==> src/rtl/core/rstd_pkg.sv <==
// Shared types and constants for the running statistics threshold detector.
package rsd_pkg;
  localparam int FRAC_BITS = 16;
  localparam int SQ_WIDTH = 56;
  localparam int VAR_WIDTH = 40;
  localparam int THR_WIDTH = 48;
  localparam int MEAN_WIDTH = 28;
  localparam int SIGMA_WIDTH = 16;
  localparam logic [THR_WIDTH-1:0] THR_RESET = 48'd19661;
  localparam logic [SIGMA_WIDTH-1:0] SIGMA_RESET = 16'd256;

  typedef enum logic [1:0] {
    OP_SAMPLE = 2'd0,
    OP_CLEAR = 2'd1,
    OP_RECOMPUTE = 2'd2,
    OP_NONE = 2'd3
  } op_t;
endpackage

==> src/rtl/core/running_stats_threshold_detector.sv <==
// Top level of the running statistics threshold detector.
// A sample item runs two serial divider passes (mean step, then variance) plus control;
// unused items run the variance division only; recompute items then update the threshold.
// Clear items, and unused or recompute items with a zero count, skip the divider.
// One item at a time: the next item is accepted only once its result is taken and the block is idle.
// Synchronous reset clears statistics, sets threshold to 0.3 and sigma to 1.0.
module running_stats_threshold_detector #(
  parameter int COUNT_WIDTH = 16,
  parameter int SAMPLE_WIDTH = 12
) (
  input  logic        clk,
  input  logic        rst,
  input  logic        in_valid,
  output logic        in_stall,
  input  logic [1:0]  operation,
  input  logic [11:0] sample,
  output logic        out_valid,
  input  logic        out_stall,
  output logic        quake,
  output logic [27:0] mean,
  output logic [39:0] variance,
  output logic [47:0] threshold,
  output logic [15:0] sample_count,
  input  logic        cfg_we,
  input  logic [15:0] cfg_data
);
  localparam int SQW = rsd_pkg::SQ_WIDTH;
  localparam int MW = SAMPLE_WIDTH + rsd_pkg::FRAC_BITS;
  localparam logic [COUNT_WIDTH-1:0] CMAX = '1;

  typedef enum logic [2:0] {
    S_IDLE, S_MDIV, S_SQ, S_VSTART, S_VDIV, S_MUL, S_OUT
  } state_t;

  state_t state;
  logic [MW-1:0]          mean_acc;
  logic [SQW-1:0]         sq_dev_sum;
  logic [COUNT_WIDTH-1:0] count_reg;
  logic [47:0]            threshold_reg;
  logic [15:0]            sigma;
  logic [1:0]             op;
  logic [MW-1:0]          val;
  logic                   up;
  logic [MW-1:0]          d;
  logic                   qk;
  logic [39:0]            var_reg;
  logic [56:0]            prod;

  logic             div_start;
  logic [SQW-1:0]   div_num;
  logic             div_done;
  logic [SQW-1:0]   div_q;

  rsd_divider #(.NUM_WIDTH(SQW), .DEN_WIDTH(COUNT_WIDTH)) u_div (
    .clk(clk), .rst(rst), .start(div_start), .numer(div_num),
    .denom(count_reg), .done(div_done), .quot(div_q)
  );

  logic [MW-1:0] mstep;
  logic [MW-1:0] mean_new;
  logic [MW-1:0] d2;
  logic [2*MW-1:0] dd;
  logic [SQW:0] sq_sum;
  logic [39:0] vsat;
  logic [SAMPLE_WIDTH-1:0] smp;
  logic [MW-1:0] sval;
  logic sval_up;
  logic [MW-1:0] sdiff;

  assign smp = SAMPLE_WIDTH'(sample);
  assign sval = {smp, {rsd_pkg::FRAC_BITS{1'b0}}};
  assign sval_up = sval >= mean_acc;
  assign sdiff = sval_up ? sval - mean_acc : mean_acc - sval;

  assign mstep = div_q[MW-1:0];
  assign mean_new = up ? mean_acc + mstep : mean_acc - mstep;
  assign d2 = up ? val - mean_acc : mean_acc - val;
  assign dd = d * d2;
  assign sq_sum = {1'b0, sq_dev_sum} + (SQW+1)'(dd >> rsd_pkg::FRAC_BITS);
  assign vsat = (|div_q[SQW-1:40]) ? '1 : div_q[39:0];

  assign in_stall = (state != S_IDLE);

  always_ff @(posedge clk) begin
    if (rst) begin
      state <= S_IDLE;
      mean_acc <= '0;
      sq_dev_sum <= '0;
      count_reg <= '0;
      threshold_reg <= rsd_pkg::THR_RESET;
      sigma <= rsd_pkg::SIGMA_RESET;
      out_valid <= 1'b0;
      div_start <= 1'b0;
      var_reg <= '0;
    end else begin
      div_start <= 1'b0;
      if (cfg_we) sigma <= cfg_data;
      case (state)
        S_IDLE: begin
          if (in_valid) begin
            op <= operation;
            qk <= 1'b0;
            case (operation)
              rsd_pkg::OP_SAMPLE: begin
                val <= sval;
                up <= sval_up;
                d <= sdiff;
                qk <= 48'(sval) > threshold_reg;
                if (count_reg != CMAX) count_reg <= count_reg + 1'b1;
                div_num <= SQW'(sdiff);
                div_start <= 1'b1;
                state <= S_MDIV;
              end
              rsd_pkg::OP_CLEAR: begin
                mean_acc <= '0;
                sq_dev_sum <= '0;
                count_reg <= '0;
                state <= S_VSTART;
              end
              default: state <= S_VSTART;
            endcase
          end
        end
        S_MDIV: begin
          if (div_done) begin
            mean_acc <= mean_new;
            state <= S_SQ;
          end
        end
        S_SQ: begin
          sq_dev_sum <= sq_sum[SQW] ? '1 : sq_sum[SQW-1:0];
          state <= S_VSTART;
        end
        S_VSTART: begin
          if (count_reg == '0) begin
            var_reg <= '0;
            state <= S_OUT;
            out_valid <= 1'b1;
          end else begin
            div_num <= sq_dev_sum;
            div_start <= 1'b1;
            state <= S_VDIV;
          end
        end
        S_VDIV: begin
          if (div_done) begin
            var_reg <= vsat;
            prod <= 57'(vsat * sigma);
            if (op == rsd_pkg::OP_RECOMPUTE) begin
              state <= S_MUL;
            end else begin
              state <= S_OUT;
              out_valid <= 1'b1;
            end
          end
        end
        S_MUL: begin
          if ((|prod[56:56]) ||
              (({2'b0, prod[55:8]} + 50'(mean_acc)) > 50'({48{1'b1}}))) begin
            threshold_reg <= '1;
          end else begin
            threshold_reg <= prod[55:8] + 48'(mean_acc);
          end
          state <= S_OUT;
          out_valid <= 1'b1;
        end
        S_OUT: begin
          if (!out_stall) begin
            out_valid <= 1'b0;
            state <= S_IDLE;
          end
        end
        default: state <= S_IDLE;
      endcase
    end
  end

  assign quake = qk;
  assign mean = 28'(mean_acc);
  assign variance = var_reg;
  assign threshold = threshold_reg;
  assign sample_count = 16'(count_reg);
endmodule

==> src/rtl/core/rsd_divider.sv <==
// Restoring serial divider that produces one quotient bit per cycle.
module rsd_divider #(
  parameter int NUM_WIDTH = 56,
  parameter int DEN_WIDTH = 16
) (
  input  logic                 clk,
  input  logic                 rst,
  input  logic                 start,
  input  logic [NUM_WIDTH-1:0] numer,
  input  logic [DEN_WIDTH-1:0] denom,
  output logic                 done,
  output logic [NUM_WIDTH-1:0] quot
);
  localparam int CW = $clog2(NUM_WIDTH + 1);

  logic [DEN_WIDTH:0]   rem;
  logic [NUM_WIDTH-1:0] num;
  logic [DEN_WIDTH-1:0] den;
  logic [CW-1:0]        cnt;
  logic                 busy;
  logic [DEN_WIDTH:0]   trial;
  logic [DEN_WIDTH:0]   diff;

  assign trial = {rem[DEN_WIDTH-1:0], num[NUM_WIDTH-1]};
  assign diff = trial - {1'b0, den};

  always_ff @(posedge clk) begin
    if (rst) begin
      busy <= 1'b0;
      done <= 1'b0;
      cnt <= '0;
    end else begin
      done <= 1'b0;
      if (start) begin
        busy <= 1'b1;
        rem <= '0;
        num <= numer;
        den <= denom;
        quot <= '0;
        cnt <= CW'(NUM_WIDTH);
      end else if (busy) begin
        num <= {num[NUM_WIDTH-2:0], 1'b0};
        if (!diff[DEN_WIDTH]) begin
          rem <= diff;
          quot <= {quot[NUM_WIDTH-2:0], 1'b1};
        end else begin
          rem <= trial;
          quot <= {quot[NUM_WIDTH-2:0], 1'b0};
        end
        cnt <= cnt - 1'b1;
        if (cnt == CW'(1)) begin
          busy <= 1'b0;
          done <= 1'b1;
        end
      end
    end
  end
endmodule
==> config.mk <==
export PLATFORM = sky130hd
export DESIGN_NAME = running_stats_threshold_detector
export DESIGN_NICKNAME = d
export VERILOG_FILES = /design/src/rtl/core/rstd_pkg.sv /design/src/rtl/core/running_stats_threshold_detector.sv /design/src/rtl/core/rsd_divider.sv
export SDC_FILE = /design/constraint.sdc
export NUM_CORES = 2
export LEC_CHECK = 0
export BUFFER_PORTS_ARGS = -buffer_cell sky130_fd_sc_hd__buf_2
export CORE_ASPECT_RATIO = 1.2
export CORE_UTILIZATION = 70
export CTS_BUF_LIST = sky130_fd_sc_hd__clkbuf_4
export CTS_CLUSTER_SIZE = 10
export DETAILED_ROUTE_END_ITERATION = 16
export GPL_TIMING_DRIVEN = 0
export PLACE_DENSITY = 0.95
export SLEW_MARGIN = 5
export SYNTH_ARGS = -nofsm -noshare
export SYNTH_HDL_FRONTEND = slang
export SYNTH_HIERARCHICAL = 1
export SYNTH_SLANG_ARGS = --single-unit
==> constraint.sdc <==
create_clock -name clk -period 16.65 [get_ports clk]
set_clock_uncertainty 0.15 [all_clocks]
set_input_delay 1.665 -clock clk [delete_from_list [all_inputs] [get_ports clk]]
set_output_delay 1.665 -clock clk [all_outputs]
set_load 0.03 [all_outputs]
==> key figures <==
Route
  • Wirelength per Cell: around 26 um
  • Final WL: about 250,000 um
  • DR vias/cell: roughly 6.3
  • Via count: just over 60,000
  • DRT Pass-1 Iters: 10
  • # DRC: 0
  • Routed Antenna Nets: 0
  • Initial DRC Count: ~7,000

Timing
  • Fin Hold WS: roughly 0.32 ns
  • RSZ-0062 raised after global routing: false
  • Minimum clock period: 15.24 ns
  • Max-slew violations: 0
  • Max_slew headroom: 0.05618
  • Final Hold Viols: 0
  • Actual slew at the worst max-slew pin: 1.416 ns
  • Setup_tns: 0 ns
  • Crit share post-route: 0.9152
  • F_max: approximately 0.066 GHz
  • Endpoints failing setup: 0

Synth
  • Synthesized flop and latch total: 509
  • Synth warn: 6
  • Netlist cell types: 96
  • FFs w/ async S/R, synth: 0
  • Post-Syn Instances: 8,073
  • EDFF count, synth: 292
  • Syn Std Cell Area: about 73,000 um^2
  • Net count after synthesis: 9,829
  • Top FF cell, synth: edfxtp_1
  • Post-synthesis sequential area ratio: 0.1799
  • Avg Cell Area, Syn: 9.028 um^2

Power and ir drop
  • Sequential group share of total power: 0.110
  • Combinational share of power: 0.824
  • VDD IR max: approximately 0.00028 V
  • P_leak: between 30 and 40 nW
  • Pint: around 7.7 mW
  • Clock power share: 0.067
  • Net Switching: around 10 mW
  • Power per standard cell area: about 230 nW/um^2
  • Sw Share: 0.5652

Setup path
  • WP buf/inv: 8
  • Slowest cell on the critical path: xnor2_1
  • Max incr delay on CP: 1.01 ns
  • Crit. End Element: register
  • CP Launch Type: register
  • Critical path arrival: 16.12 ns
  • Top delay family on crit path: adder cells
  • CP max FO: 10
  • Most Frequent Cell on Critical Path: fa_1
  • CP required: 17.53 ns
  • R2R Setup Slk: between 1 and 1.5 ns
  • Critical path class: register to register

Global routing
  • Initial antenna violation count: 29
  • Routing usage on met2: 0.7601
  • First-pass GRT wire length: ~380,000 um
  • Maximum number of pins on one net before global-route repair: 38
  • Met3 Usage GRT: 0.1705
  • Met1 usage: 0.5169
  • Overflow after GRT: 0
  • Gr busiest metal: met2
  • Global Route Usage Sum: 0.4916
  • Vias in the first global route: 64,996

Place
  • Area after DPL: approximately 76,000 um^2
  • HPWL after detailed placement: between 200,000 and 250,000 um
  • Buffers on Ports: about 170
  • RePlAce Congestion: about 1.1
  • Placed cells: slightly below 10,000

Cells and area
  • Layout Cells excl Fill: slightly below 10,000
  • Share of cells above drive strength 1: 0.06524
  • Final instance area: just under 80,000 um^2
  • Final net count: between 10,000 and 15,000
  • Final core occ: 0.7543
  • Commonest non-fill, non-tap cell in the layout: inv_1
  • Synth-to-Final Area Change: 6.747%
  • Most frequent cells in the layout: inv_1, nand2_1, fa_1, ha_1, clkbuf_1

Outcome
  • Status: completed

Floorplanning
  • Core area: about 100,000 um^2
  • Starting density of the core: 0.7067
  • Ports: 170
  • # rows: 129
  • Chip width: between 200 and 300 um
  • Die ar.: between 100,000 and 150,000 um^2
  • Die Height: 355.5 um

Clock network
  • Setup bufs post-CTS: 0
  • Htree depth: 4
  • Post-CTS sizing: 0
  • Cts bufs inserted: 132
  • Clock slew seen by the registers of the worst setup and hold paths: 0.07 ns
  • Clock sinks: about 500
  • Root Driver: clkbuf_4
  • Clk buf depth: 3
  • Hold Buf Count CTS: 0
  • TritonCTS clock tree: done
  • Later-pin clock latency in the skew report: between 1 and 1.5 ns

Min path
  • Worst Hold Class: register to register

Run
  • Max cap viols: 0
## logic make-up (layout without fill, tap and decap cells)
family	Yosys count	after routing	share of synthesized area
other cells	0	30	0
xor+xnor	289	289	0.03494
compound gates	1016	1016	0.08900
mux	98	98	0.01459
fa+ha+maj	1721	1721	0.4199
simple gates	2633	2633	0.1675
flops	509	509	0.1799
buf+inv	1807	2241	0.09416
## path summary, 6_finish.rpt
check	end	cells after the start	start
setup / recovery	sq_dev_sum[35]	43	mean[9]
hold / removal	variance[34]	2	variance[34]
setup reg to reg	sq_dev_sum[35]	43	mean[9]
hold reg to reg	variance[34]	2	variance[34]
## layout make-up
type,count,area (um^2)
Timing Repair Buffer,193,1167
Inverter,1389,5214
Multi-Input combinational cell,5757,53070
Clock buffer,188,1411
Clock inverter,53,374.1
Antenna cell,30,75.07
Fill cell,7323,25340
Sequential cell,509,13110
Buffer,418,1650
Tap cell,1375,1720
## metrics by stage
| step | total power, mW | worst slack [ns] |
|---|---|---|
| after floorplan | 11.54 | 5.312 |
| after global placement | 15.40 | 1.979 |
| after detailed placement | 15.78 | 2.036 |
| after CTS | 17.04 | 2.005 |
| after global routing | 18.82 | 0.9016 |
| final | 17.61 | 1.411 |
## power groups by stage
stage                     registers, mW  logic [mW]  clock network [mW]
after floorplan                    1.94        9.60                   0
after global placement             1.96        13.4                   0
after detailed placement           1.95        13.8                   0
after CTS                          1.92        13.9                1.18
after global routing               1.93        15.6                1.23
final                              1.93        14.5                1.17
## synth_stat cells, drive strengths merged (67+ instances only)
cell type | instances | area share
o21ai | 189 | 0.013
ha | 513 | 0.088
dfxtp | 217 | 0.060
fa | 1208 | 0.33
nand2 | 1342 | 0.069
a21oi | 331 | 0.023
nor2 | 347 | 0.018
edfxtp | 292 | 0.12
xor2 | 109 | 0.013
nor3 | 67 | 0.0049
a211oi | 71 | 0.0073
nand3 | 94 | 0.0065
nand2b | 97 | 0.0083
and2 | 361 | 0.031
clkbuf | 365 | 0.019
a21o | 137 | 0.014
xnor2 | 180 | 0.022
nor2b | 105 | 0.0090
inv | 1389 | 0.072
## worst min-delay path: cells and delay by family (launching register included)
family	cells	cell delay, ns
AND/OR/NAND/NOR	1	0.06
flip-flops	1	0.31
AO/OA/AOI/OAI	1	0.06
## layer usage
layer | part of all wire | wire (um)
met1 | 0.31 | 77190
met2 | 0.45 | 113300
met3 | 0.13 | 32120
met4 | 0.12 | 30240
met5 | 0.00046 | 116
Power figures use the tool's default switching activity.
